==> src/design/assert_macros.svh <==
// Assertion macros shared by the decoder modules.
`ifndef ASSERT_MACROS_SVH
`define ASSERT_MACROS_SVH

// Concurrent check on clk, disabled while arst_n is low.
`define PLD_ASSERT(lbl, prop, msg) \
	lbl: assert property (@(posedge clk) disable iff (!arst_n) prop) else $error(msg);

// Check that also holds while reset is asserted.
`define PLD_ASSERT_ALWAYS(lbl, prop, msg) \
	lbl: assert property (@(posedge clk) prop) else $error(msg);

`endif

==> src/design/pld_pkg.sv <==
// Shared constants and types for the polyline stream decoder.
package pld_pkg;

	localparam logic [7:0] CHAR_OFFSET = 8'd63;
	localparam logic [7:0] CONT_THRESH = 8'd95;   // offset plus the continue bit 0x20
	localparam logic [2:0] MAX_CHUNK_IDX = 3'd6;  // chunk placed at shift 30 closes the value
	localparam logic [4:0] CHUNK_BITS = 5'd5;

	localparam logic signed [28:0] BOUND_LOW_INIT = 29'sd1800000;
	localparam logic signed [28:0] BOUND_HIGH_INIT = -29'sd1800000;

	// floor(m / 10) == (m * RECIP_TEN) >> RECIP_SHIFT for every 32-bit m
	localparam logic [31:0] RECIP_TEN = 32'hCCCC_CCCD;
	localparam int RECIP_SHIFT = 35;

	localparam int QUEUE_DEPTH = 4;

	typedef struct packed {
		logic [31:0] dlat;
		logic [31:0] dlng;
		logic        coord;  // pair carries a coordinate (not the dropped all-zero tail)
		logic        last;   // pair closes the string
	} pld_op_t;

endpackage

==> src/design/pld_front.sv <==
// Front end: chunk assembly, value closing and lat/lng pairing.
module pld_front import pld_pkg::*; (
	input  logic       clk,
	input  logic       arst_n,
	input  logic       feed_valid,
	output logic       feed_ready,
	input  logic [7:0] char_byte,
	input  logic       last_byte,
	input  logic       q_full,
	output logic       push,
	output pld_op_t    push_op
);
`include "assert_macros.svh"

	logic [31:0] accum_q;
	logic [2:0]  idx_q;
	logic        in_lng_q;
	logic [31:0] held_q;

	logic        fire;
	logic [4:0]  chunk;
	logic        cont;
	logic [4:0]  shamt;
	logic [31:0] acc;
	logic        closes;
	logic [31:0] half;
	logic [31:0] val;
	logic [31:0] dlat;
	logic [31:0] dlng;

	assign feed_ready = !q_full;
	assign fire = feed_valid && feed_ready;

	always_comb begin
		chunk = 5'(char_byte - CHAR_OFFSET);
		cont = char_byte >= CONT_THRESH;
		shamt = 5'(idx_q) * CHUNK_BITS;
		acc = accum_q | (32'(chunk) << shamt);
		closes = !cont || (idx_q == MAX_CHUNK_IDX) || last_byte;
		half = {acc[31], acc[31:1]};
		val = acc[0] ? ~half : half;
		dlat = in_lng_q ? held_q : val;
		dlng = in_lng_q ? val : '0;
	end

	// a pair leaves on a longitude close, or on the last beat with whatever is pending
	assign push = fire && closes && (in_lng_q || last_byte);
	assign push_op.dlat = dlat;
	assign push_op.dlng = dlng;
	assign push_op.coord = !(last_byte && (dlat == '0) && (dlng == '0));
	assign push_op.last = last_byte;

	always_ff @(posedge clk or negedge arst_n) begin
		if (!arst_n) begin
			accum_q <= '0;
			idx_q <= '0;
			in_lng_q <= 1'b0;
		end else if (fire) begin
			if (closes) begin
				accum_q <= '0;
				idx_q <= '0;
				in_lng_q <= !in_lng_q && !last_byte;
			end else begin
				accum_q <= acc;
				idx_q <= idx_q + 3'd1;
			end
		end
	end

	always_ff @(posedge clk) begin
		if (fire && closes && !in_lng_q) begin
			held_q <= val;
		end
	end

	`PLD_ASSERT(a_last_clears, (fire && last_byte) |=> (!in_lng_q && idx_q == '0 && accum_q == '0), "front state not cleared after last beat")
	`PLD_ASSERT(a_idx_range, (idx_q <= MAX_CHUNK_IDX), "chunk index past shift cap")

endmodule

==> src/design/pld_queue.sv <==
// Short pair queue between front and back ends.
module pld_queue import pld_pkg::*; #(
	parameter int DEPTH = QUEUE_DEPTH
) (
	input  logic    clk,
	input  logic    arst_n,
	input  logic    push,
	input  pld_op_t push_op,
	input  logic    pop,
	output logic    full,
	output logic    empty,
	output pld_op_t head
);
`include "assert_macros.svh"

	localparam int PTR_W = (DEPTH > 1) ? $clog2(DEPTH) : 1;
	localparam int CNT_W = $clog2(DEPTH + 1);
	localparam logic [PTR_W-1:0] PTR_LAST = PTR_W'(DEPTH - 1);
	localparam logic [CNT_W-1:0] CNT_FULL = CNT_W'(DEPTH);

	pld_op_t          mem_q [DEPTH];
	logic [PTR_W-1:0] wr_ptr_q;
	logic [PTR_W-1:0] rd_ptr_q;
	logic [CNT_W-1:0] count_q;

	logic do_push;
	logic do_pop;

	assign full = count_q == CNT_FULL;
	assign empty = count_q == '0;
	assign head = mem_q[rd_ptr_q];
	assign do_push = push && !full;
	assign do_pop = pop && !empty;

	always_ff @(posedge clk) begin
		if (do_push) begin
			mem_q[wr_ptr_q] <= push_op;
		end
	end

	always_ff @(posedge clk or negedge arst_n) begin
		if (!arst_n) begin
			wr_ptr_q <= '0;
			rd_ptr_q <= '0;
			count_q <= '0;
		end else begin
			if (do_push) begin
				wr_ptr_q <= (wr_ptr_q == PTR_LAST) ? '0 : wr_ptr_q + PTR_W'(1);
			end
			if (do_pop) begin
				rd_ptr_q <= (rd_ptr_q == PTR_LAST) ? '0 : rd_ptr_q + PTR_W'(1);
			end
			case ({do_push, do_pop})
				2'b10:   count_q <= count_q + CNT_W'(1);
				2'b01:   count_q <= count_q - CNT_W'(1);
				default: count_q <= count_q;
			endcase
		end
	end

	`PLD_ASSERT(a_no_overflow, push |-> !full, "push into full queue")

endmodule

==> src/design/pld_back.sv <==
// Back end: running sums, divide by ten, bounds and result register.
module pld_back import pld_pkg::*; (
	input  logic                clk,
	input  logic                arst_n,
	input  logic                q_empty,
	input  pld_op_t             head,
	output logic                pop,
	output logic                result_valid,
	input  logic                result_ready,
	output logic                coord_valid,
	output logic signed [28:0]  lat_out,
	output logic signed [28:0]  lng_out,
	output logic signed [28:0]  min_lat,
	output logic signed [28:0]  max_lat,
	output logic signed [28:0]  min_lng,
	output logic signed [28:0]  max_lng,
	output logic                end_of_string
);
`include "assert_macros.svh"

	logic adv;

	logic [31:0] lat_sum_q, lng_sum_q;
	logic signed [28:0] lat_low_q, lat_high_q, lng_low_q, lng_high_q;

	logic        v_s1, v_s2, v_s3;
	logic [31:0] lat_s1, lng_s1;
	logic        coord_s1, last_s1;
	logic [31:0] lat_mag_s2, lng_mag_s2;
	logic        lat_neg_s2, lng_neg_s2, coord_s2, last_s2;
	logic [28:0] lat_quot_s3, lng_quot_s3;
	logic        lat_neg_s3, lng_neg_s3, coord_s3, last_s3;

	logic [31:0] lat_next, lng_next;
	logic [63:0] lat_prod, lng_prod;
	logic signed [28:0] lat_val, lng_val;
	logic signed [28:0] lat_lo_n, lat_hi_n, lng_lo_n, lng_hi_n;

	// whole back pipeline moves when the result register can take a beat
	assign adv = !result_valid || result_ready;
	assign pop = adv && !q_empty;

	assign lat_next = lat_sum_q + head.dlat;
	assign lng_next = lng_sum_q + head.dlng;

	assign lat_prod = lat_mag_s2 * RECIP_TEN;
	assign lng_prod = lng_mag_s2 * RECIP_TEN;

	always_comb begin
		lat_val = lat_neg_s3 ? -$signed(lat_quot_s3) : $signed(lat_quot_s3);
		lng_val = lng_neg_s3 ? -$signed(lng_quot_s3) : $signed(lng_quot_s3);
		lat_lo_n = lat_low_q;
		lat_hi_n = lat_high_q;
		lng_lo_n = lng_low_q;
		lng_hi_n = lng_high_q;
		if (coord_s3) begin
			if (lat_val < lat_low_q)  lat_lo_n = lat_val;
			if (lat_val > lat_high_q) lat_hi_n = lat_val;
			if (lng_val < lng_low_q)  lng_lo_n = lng_val;
			if (lng_val > lng_high_q) lng_hi_n = lng_val;
		end
	end

	always_ff @(posedge clk or negedge arst_n) begin
		if (!arst_n) begin
			lat_sum_q <= '0;
			lng_sum_q <= '0;
			lat_low_q <= BOUND_LOW_INIT;
			lat_high_q <= BOUND_HIGH_INIT;
			lng_low_q <= BOUND_LOW_INIT;
			lng_high_q <= BOUND_HIGH_INIT;
			v_s1 <= 1'b0;
			v_s2 <= 1'b0;
			v_s3 <= 1'b0;
			result_valid <= 1'b0;
		end else begin
			if (pop) begin
				if (head.last) begin
					lat_sum_q <= '0;
					lng_sum_q <= '0;
				end else if (head.coord) begin
					lat_sum_q <= lat_next;
					lng_sum_q <= lng_next;
				end
			end
			if (adv) begin
				v_s1 <= pop;
				v_s2 <= v_s1;
				v_s3 <= v_s2;
				result_valid <= v_s3;
				if (v_s3) begin
					if (last_s3) begin
						lat_low_q <= BOUND_LOW_INIT;
						lat_high_q <= BOUND_HIGH_INIT;
						lng_low_q <= BOUND_LOW_INIT;
						lng_high_q <= BOUND_HIGH_INIT;
					end else begin
						lat_low_q <= lat_lo_n;
						lat_high_q <= lat_hi_n;
						lng_low_q <= lng_lo_n;
						lng_high_q <= lng_hi_n;
					end
				end
			end
		end
	end

	always_ff @(posedge clk) begin
		if (adv) begin
			lat_s1 <= lat_next;
			lng_s1 <= lng_next;
			coord_s1 <= head.coord;
			last_s1 <= head.last;

			lat_neg_s2 <= lat_s1[31];
			lng_neg_s2 <= lng_s1[31];
			lat_mag_s2 <= lat_s1[31] ? 32'(0 - lat_s1) : lat_s1;
			lng_mag_s2 <= lng_s1[31] ? 32'(0 - lng_s1) : lng_s1;
			coord_s2 <= coord_s1;
			last_s2 <= last_s1;

			lat_quot_s3 <= lat_prod[63:RECIP_SHIFT];
			lng_quot_s3 <= lng_prod[63:RECIP_SHIFT];
			lat_neg_s3 <= lat_neg_s2;
			lng_neg_s3 <= lng_neg_s2;
			coord_s3 <= coord_s2;
			last_s3 <= last_s2;

			coord_valid <= coord_s3;
			lat_out <= coord_s3 ? lat_val : '0;
			lng_out <= coord_s3 ? lng_val : '0;
			min_lat <= lat_lo_n;
			max_lat <= lat_hi_n;
			min_lng <= lng_lo_n;
			max_lng <= lng_hi_n;
			end_of_string <= last_s3;
		end
	end

	`PLD_ASSERT(a_drop_is_final, (result_valid && !coord_valid) |-> (end_of_string && lat_out == '0 && lng_out == '0), "dropped pair not a clean final beat")
	`PLD_ASSERT(a_bounds_reset, (adv && v_s3 && last_s3) |=> (lat_low_q == BOUND_LOW_INIT && lng_high_q == BOUND_HIGH_INIT), "bounds not reset after end of string")
	`PLD_ASSERT(a_bounds_order, (result_valid && coord_valid) |-> (min_lat <= max_lat && min_lng <= max_lng), "bounds out of order on a coordinate beat")

endmodule

==> src/design/polyline_stream_decoder_top.sv <==
// Throughput: one character per cycle unless the queue is full; the front closes at most one
// value per beat, and the back pipeline (sum add, magnitude, reciprocal multiply, bounds) takes
// one pair per cycle unless stalled. Pairs pass the pair queue, stages s1 to s3 and the result
// register; the queue lets the front keep taking characters while the result port stalls.
// Reset: arst_n clears sums, bounds, queue and pipeline valids; a last beat restarts the string.
module polyline_stream_decoder_top import pld_pkg::*; #(
	parameter int QDEPTH = QUEUE_DEPTH
) (
	input  logic               clk,
	input  logic               arst_n,
	input  logic               feed_valid,
	output logic               feed_ready,
	input  logic [7:0]         char_byte,
	input  logic               last_byte,
	output logic               result_valid,
	input  logic               result_ready,
	output logic               coord_valid,
	output logic signed [28:0] lat_out,
	output logic signed [28:0] lng_out,
	output logic signed [28:0] min_lat,
	output logic signed [28:0] max_lat,
	output logic signed [28:0] min_lng,
	output logic signed [28:0] max_lng,
	output logic               end_of_string
);

	logic    q_push, q_pop, q_full, q_empty;
	pld_op_t q_in, q_head;

	pld_front u_front (
		.clk        (clk),
		.arst_n     (arst_n),
		.feed_valid (feed_valid),
		.feed_ready (feed_ready),
		.char_byte  (char_byte),
		.last_byte  (last_byte),
		.q_full     (q_full),
		.push       (q_push),
		.push_op    (q_in)
	);

	pld_queue #(.DEPTH(QDEPTH)) u_queue (
		.clk     (clk),
		.arst_n  (arst_n),
		.push    (q_push),
		.push_op (q_in),
		.pop     (q_pop),
		.full    (q_full),
		.empty   (q_empty),
		.head    (q_head)
	);

	pld_back u_back (
		.clk           (clk),
		.arst_n        (arst_n),
		.q_empty       (q_empty),
		.head          (q_head),
		.pop           (q_pop),
		.result_valid  (result_valid),
		.result_ready  (result_ready),
		.coord_valid   (coord_valid),
		.lat_out       (lat_out),
		.lng_out       (lng_out),
		.min_lat       (min_lat),
		.max_lat       (max_lat),
		.min_lng       (min_lng),
		.max_lng       (max_lng),
		.end_of_string (end_of_string)
	);

endmodule
==> config.mk <==
export PLATFORM = sky130hd
export DESIGN_NAME = polyline_stream_decoder_top
export DESIGN_NICKNAME = d
export VERILOG_FILES = /design/src/design/pld_pkg.sv /design/src/design/pld_front.sv /design/src/design/pld_queue.sv /design/src/design/pld_back.sv /design/src/design/polyline_stream_decoder_top.sv
export VERILOG_INCLUDE_DIRS = /design/src /design/src/design
export SDC_FILE = /design/constraint.sdc
export NUM_CORES = 2
export LEC_CHECK = 0
export ABC_AREA = 1
export BUFFER_PORTS_ARGS = -buffer_cell sky130_fd_sc_hd__buf_2
export CORE_ASPECT_RATIO = 0.6
export CORE_MARGIN = 2
export CORE_UTILIZATION = 45
export DETAILED_ROUTE_END_ITERATION = 10
export PLACE_DENSITY = 0.64
export SYNTH_ARGS = -nofsm -noshare
export SYNTH_HDL_FRONTEND = slang
export SYNTH_HIERARCHICAL = 1
export SYNTH_SLANG_ARGS = --single-unit
export TNS_END_PERCENT = 100
==> constraint.sdc <==
create_clock -name clk -period 12.35 [get_ports clk]
set_input_delay 1.235 -clock clk [delete_from_list [all_inputs] [get_ports clk]]
set_output_delay 1.235 -clock clk [all_outputs]
set_load 0.02 [all_outputs]
# After elaboration in Yosys (flattened, before gate mapping)
# Memories as Yosys holds them, arrays and structs flattened.
# Index checks and enable logic that the tools add are counted.
# Widths: inputs -> output; s select.
dict set report word_totals {
  reg_bits 631
  ram_bits 264
  word_cells 132
  memories 1
}
# memory words width rd rd_clocked_by_memory_dff wr line_no
set memory_table {}
lappend memory_table {u_queue.mem_q 4 66 1 0 1 pld_queue.sv:21} ;# pld_op_t mem_q [DEPTH];
dict set report classes {
  add_sub_neg 12
  n_mul 3
  n_lt_le_gt_ge 5
  n_eq_ne 6
  shifts 1
  n_mux 30
  bitwise_logic 2
  reduce_logical 29
}
# cell count
set op_table {}
lappend op_table {{$mux 29} 14}
lappend op_table {{$mux 32} 8}
lappend op_table {{$mul 32x32->64 const B} 2}
lappend op_table {{$add 32x32->32} 2}
lappend op_table {{$logic_not 32->1} 2}
lappend op_table {{$sub 1x32->32 const A} 2}
lappend op_table {{$mux 31} 2}
lappend op_table {{$gt 29x29->1} 2}
lappend op_table {{$lt 29x29->1} 2}
lappend op_table {{$neg 29->29} 2}
lappend op_table {{$not 32->32} 1}
lappend op_table {{$or 32x32->32} 1}
lappend op_table {{$shl 5x5->32} 1}
lappend op_table {{$logic_and 1x1->1} 10}
lappend op_table {{$ge 8x7->1 const B} 1}
lappend op_table {{$logic_not 1->1} 7}
lappend op_table {{$add 3x1->3 const B} 2}
lappend op_table {{$eq 2x2->1 const B} 3}
lappend op_table {{$eq 3x3->1 const B} 2}
lappend op_table {{$pmux 3 s2} 1}
lappend op_table {{$reduce_and 2->1} 3}
lappend op_table {{$mul 3x3->5 const B} 1}
lappend op_table {{$sub 5x5->5 const B} 1}
lappend op_table {{$add 2x1->2 const B} 2}
lappend op_table {{other kinds (8)} 14}

# Logic depth before layout (Yosys ltp)
dict set report depth {
  depth_word 10
  mapped_depth 32
  depth_no_buf 31
}

# Modules after synthesis
# The synthesis kept the hierarchy.
# module instances cells_each area_per_inst_um2 seq_area_each_um2
set by_module_without_submodules {}
lappend by_module_without_submodules {pld_back 1 7763 66964.2 15835.2}
lappend by_module_without_submodules {pld_queue 1 832 11055.6 8102.8}
lappend by_module_without_submodules {pld_front 1 725 4798.4 1831.8}

# Worst setup path before layout
# No wires, ideal clock.
dict set report synth_timing {
  path_kind {input to register}
  start {in result_ready}
  end {reg u_back.v_s3}
  setup_ps 481
  arrival_time_ps 8841
  t_required_ps 11869
  slack_ps 3028
  path_stages 3
  n_path_buf 0
  cell_sequence {nor2_1 inv_1 o21ai_0}
}
dict set report synth_between {
  elab_chain_len 1
}
# item line_no
set synth_lines {}
lappend synth_lines {{start, declared} polyline_stream_decoder_top.sv:16} ;# input logic result_ready,
lappend synth_lines {{$logic_or 1x1->1} pld_back.sv:40} ;# assign adv = !result_valid || result_ready;
lappend synth_lines {{end signal, assigned} pld_back.sv:89} ;# v_s3 <= v_s2;
lappend synth_lines {{end, declared} pld_back.sv:26} ;# logic v_s1, v_s2, v_s3;
# Every way passes these cells.
# A chain may end at the register's enable or synchronous reset.

# Final worst setup path
dict set report layout_timing {
  start {reg u_back.lat_mag_s2[21]}
  end {reg u_back.lat_quot_s3[11] (data pin)}
}
dict set report layout_between {
  elab_chain_len 1
}
# item line_no
set layout_lines {}
lappend layout_lines {{start, declared} pld_back.sv:29} ;# logic [31:0] lat_mag_s2, lng_mag_s2;
lappend layout_lines {{start signal, assigned} pld_back.sv:117} ;# lat_mag_s2 <= lat_s1[31] ? 32'(0 - lat_s1) : lat_s1;
lappend layout_lines {{$mul 32x32->64} pld_back.sv:46} ;# assign lat_prod = lat_mag_s2 * RECIP_TEN;
lappend layout_lines {{net u_back.lat_prod[46]} pld_back.sv:35} ;# logic [63:0] lat_prod, lng_prod;
lappend layout_lines {{end signal, assigned} pld_back.sv:122} ;# lat_quot_s3 <= lat_prod[63:RECIP_SHIFT];
lappend layout_lines {{end, declared} pld_back.sv:31} ;# logic [28:0] lat_quot_s3, lng_quot_s3;
# The timed path passes the listed nets, and every way through them passes these cells.

==> results.py <==
metrics = {
    "cts": {
        "holdBufCountCts": 0,
        "cts_buffers": 91,
        "clk_latency_ns": 0.73,
        "post_cts_buffers": 0,
        "clock-sinks": 894,
        "cts-resized-gates": 0,
        "cts_tree": "yes",
        "cts-root-buf": "clkbuf_16",
        "clk_pin_slew_ns": 0.08,
        "h-tree-depth": 3,
        "clockBufferDepth": 3,
    },
    "floorplan": {
        "die_w_um": 558,
        "pin_count": 191,
        "die_y_um": 336,
        "initial_utilization": 0.455,
        "rows": 121,
        "core-area_um2": 182000,
        "dieArea_um2": 188000,
    },
    "yosys": {
        "postSynth.asyncResetShare": 0.254,
        "ys_seq_area_frac": 0.311,
        "synth-xor-area-share": 0.0262,
        "synth-seq-cells": 894,
        "synth_nets": 11000,
        "synth_compound_area_frac": 0.0702,
        "synthSimpleGateAreaFrac": 0.162,
        "synth_fa_ha_area_frac": 0.321,
        "synth_top_cell_area_share": 0.242,
        "synth_top_family_by_area": "adder cells",
        "synth_area_um2": 82800,
        "synth_cell_types": 59,
        "synth_flop_cell": "edfxtp_1",
        "ys.warnings.count": 6,
        "yosys.area.top_type": "edfxtp_1",
        "syn_avg_cell_area_um2": 8.89,
        "synthTopCellsByArea": "edfxtp_1, fa_1, ha_1",
        "synth_mux_area_frac": 0,
        "synthCells": 9320,
        "synth_edf_count": 667,
    },
    "status": {
        "outcome": "completed",
    },
    "timing": {
        "finalSetupTns_ns": 0,
        "setup_violations": 0,
        "slew_headroom": 0.260,
        "skew_ns": 0.0571,
        "maxSlewViolCount": 0,
        "hold_viol_final": 0,
        "finalCritPeriodShare": 0.648,
        "clock.fmax_mhz": 125,
        "rsz0062_at_grt": "no",
        "tightest_slew_ns": 1.11,
        "period_minus_slack_ns": 8.00,
    },
    "detailed_routing": {
        "drt_first_pass_iters": 5,
        "routed_wire_length_per_instance_um": 22.4,
        "vias": 64200,
        "drt_iter0_drc": 7314,
        "via_per_inst": 5.35,
        "wl_um": 269000,
        "drc": 0,
        "route.antenna.remaining_nets": 0,
    },
    "place": {
        "io_buffers": 190,
        "placed_cells": 11800,
        "dpl.hpwl_um": 221000,
        "gp_congestion": 1.06,
    },
    "finish": {
        "drive_gt1_frac": 0.0525,
        "area_growth_pct": 7.90,
        "stdcell_count": 12000,
        "nFillCells": 17300,
        "fin_nets": 11100,
    },
    "grt": {
        "grt.total_usage": 0.289,
        "grt_max_degree": 122,
        "grt_pass1_wl_um": 404000,
        "grt_pass1_vias": 62600,
        "antenna_found_initial": 5,
        "overflow": 0,
    },
    "critical_path": {
        "worstPathMaxFanout": 5,
        "rr_worst_depth": 24,
        "crit_path_end": "u_back/lat_quot_s3[11]$_DFFE_PN_",
        "r2r-end": "u_back/lat_quot_s3[11]$_DFFE_PN_",
        "critical_path_class": "flip-flop to flip-flop",
        "cp-end-kind": "flip-flop",
        "cp.required_ns": 12.79,
        "cp.arrival_ns": 8.44,
        "rrSetupSlack_ns": 4.35,
        "crit-reg2reg-launch": "u_back/lat_mag_s2[21]$_DFFE_PN_",
        "cp-start-kind": "flip-flop",
        "timing.critical_path.from": "u_back/lat_mag_s2[21]$_DFFE_PN_",
    },
    "job": {
        "drv_cap": 0,
    },
    "worst_hold_path": {
        "hp-class": "flip-flop to flip-flop",
    },
}
[worst max-delay path, stage by stage (launching register included)]
cell       delay [ns]
edfxtp_1         0.59
ha_1             0.71
inv_1            0.16
fa_1             0.52
inv_1            0.08
fa_1             0.64
inv_1            0.10
fa_1             0.52
inv_1            0.07
fa_1             0.56
fa_1             0.44
fa_1             0.49
inv_1            0.05
fa_1             0.48
inv_1            0.04
ha_1             0.36
nand2_1          0.12
nor2_1           0.15
inv_1            0.07
nor2_1           0.27
inv_1            0.13
nor2_1           0.46
o2111ai_1        0.44
nand2_1          0.18
xor2_1           0.08
[through the flow]
| stage | utilization | setup slack (ns) | hold WS [ns] | cell area (µm²) |
|---|---|---|---|---|
| 2_1_floorplan | - | 3.03 | 0.400 | 82800 |
| 3_3_place_gp | 0.473 | 4.58 | 0.410 | 86200 |
| 3_5_place_dp | 0.473 | 4.70 | 0.408 | 86200 |
| 4_1_cts | 0.491 | 4.63 | 0.406 | 89400 |
| 5_1_grt | 0.491 | 4.10 | 0.419 | 89400 |
| 6_report | 0.491 | 4.35 | 0.411 | 89400 |
[layout by cell type, fill, tap and decap left out, types with 135 or more instances in the layout]
cell type | Yosys | layout
ha_1 | 883 | 883
nand2_1 | 1904 | 1904
dfrtp_1 | 179 | 177
inv_1 | 2128 | 2126
nor2_1 | 592 | 585
fa_1 | 776 | 776
a21oi_1 | 307 | 307
xor2_1 | 176 | 176
nand3_1 | 426 | 426
edfxtp_1 | 667 | 667
nand4_1 | 152 | 152
o211ai_1 | 135 | 135
o21ai_0 | 306 | 305
buf_2 | 33 | 189
[cell families (layout without fill, tap and decap cells)]
| kind of cell | Yosys count | count (layout) |
|---|---|---|
| other | 0 | 2 |
| buffers and inverters | 2320 | 2540 |
| AND/OR/NAND/NOR | 3225 | 3225 |
| adder cells (fa/ha/maj) | 1659 | 1659 |
| AO/OA/AOI/OAI | 975 | 975 |
| XOR/XNOR | 247 | 247 |
| flip-flops | 894 | 894 |
[routing by layer]
layer  vias up  share of wire  track usage
li1      29800              -            -
met1     31400           0.50        0.469
met2      2881           0.36        0.367
met3       188           0.13       0.0980
met4         4          0.013       0.0383
met5         -        0.00012            0
[synthesized netlist by cell type (17+ instances only)]
cell type,instances
a21o_1,44
a21oi_1,307
a22o_1,26
and2_1,45
buf_1,25
buf_2,33
buf_4,17
buf_6,35
clkbuf_1,72
dfrtp_1,179
dfstp_2,48
edfxtp_1,667
fa_1,776
ha_1,883
inv_1,2128
nand2_1,1904
nand3_1,426
nand4_1,152
nor2_1,592
nor3_1,46
o211ai_1,135
o21a_1,28
o21ai_0,306
o21ai_2,18
o21bai_1,41
xnor2_1,70
xor2_1,176
[sequential cells by signal, summed over array words and instances (netlist names), 31 cells and up]
register / cells
u_back/lng_s1: 32
u_front/accum_q: 32
u_back/lat_s1: 32
u_back/lat_sum_q: 32
u_back/lng_mag_s2: 32
u_back/lat_mag_s2: 32
u_front/held_q: 31
u_queue/mem_q: 264
u_back/lng_sum_q: 32
[worst min path at each step]
stage,start,end,slack (ns),depth (start not counted)
final,u_back/last_s1$_DFFE_PN_,u_back/last_s2$_DFFE_PN_,0.41,0
after detailed placement,u_back/coord_s1$_DFFE_PN_,u_back/coord_s2$_DFFE_PN_,0.41,0
after global routing,u_back/last_s1$_DFFE_PN_,u_back/last_s2$_DFFE_PN_,0.42,0
after floorplan,u_back/coord_s1$_DFFE_PN_,u_back/coord_s2$_DFFE_PN_,0.40,0
after CTS,u_back/last_s1$_DFFE_PN_,u_back/last_s2$_DFFE_PN_,0.41,0
after global placement,u_back/coord_s2$_DFFE_PN_,u_back/coord_s3$_DFFE_PN_,0.41,0
[area by class of cell]
class                           instances  area (µm²)  area share
Multi-Input combinational cell       6106       48000       0.537
Sequential cell                       894       25800       0.288
Inverter                             2138        8040      0.0899
Tap cell                             2460        3080      0.0344
Clock buffer                          111        2430      0.0272
Timing Repair Buffer                  230        1270      0.0143
Clock inverter                         61         736     0.00823
Antenna cell                            2        5.00   0.0000560
Power is left out: the tool's default activity adds up to more than one toggle a clock period on the data nets, which glitch-free logic cannot reach.
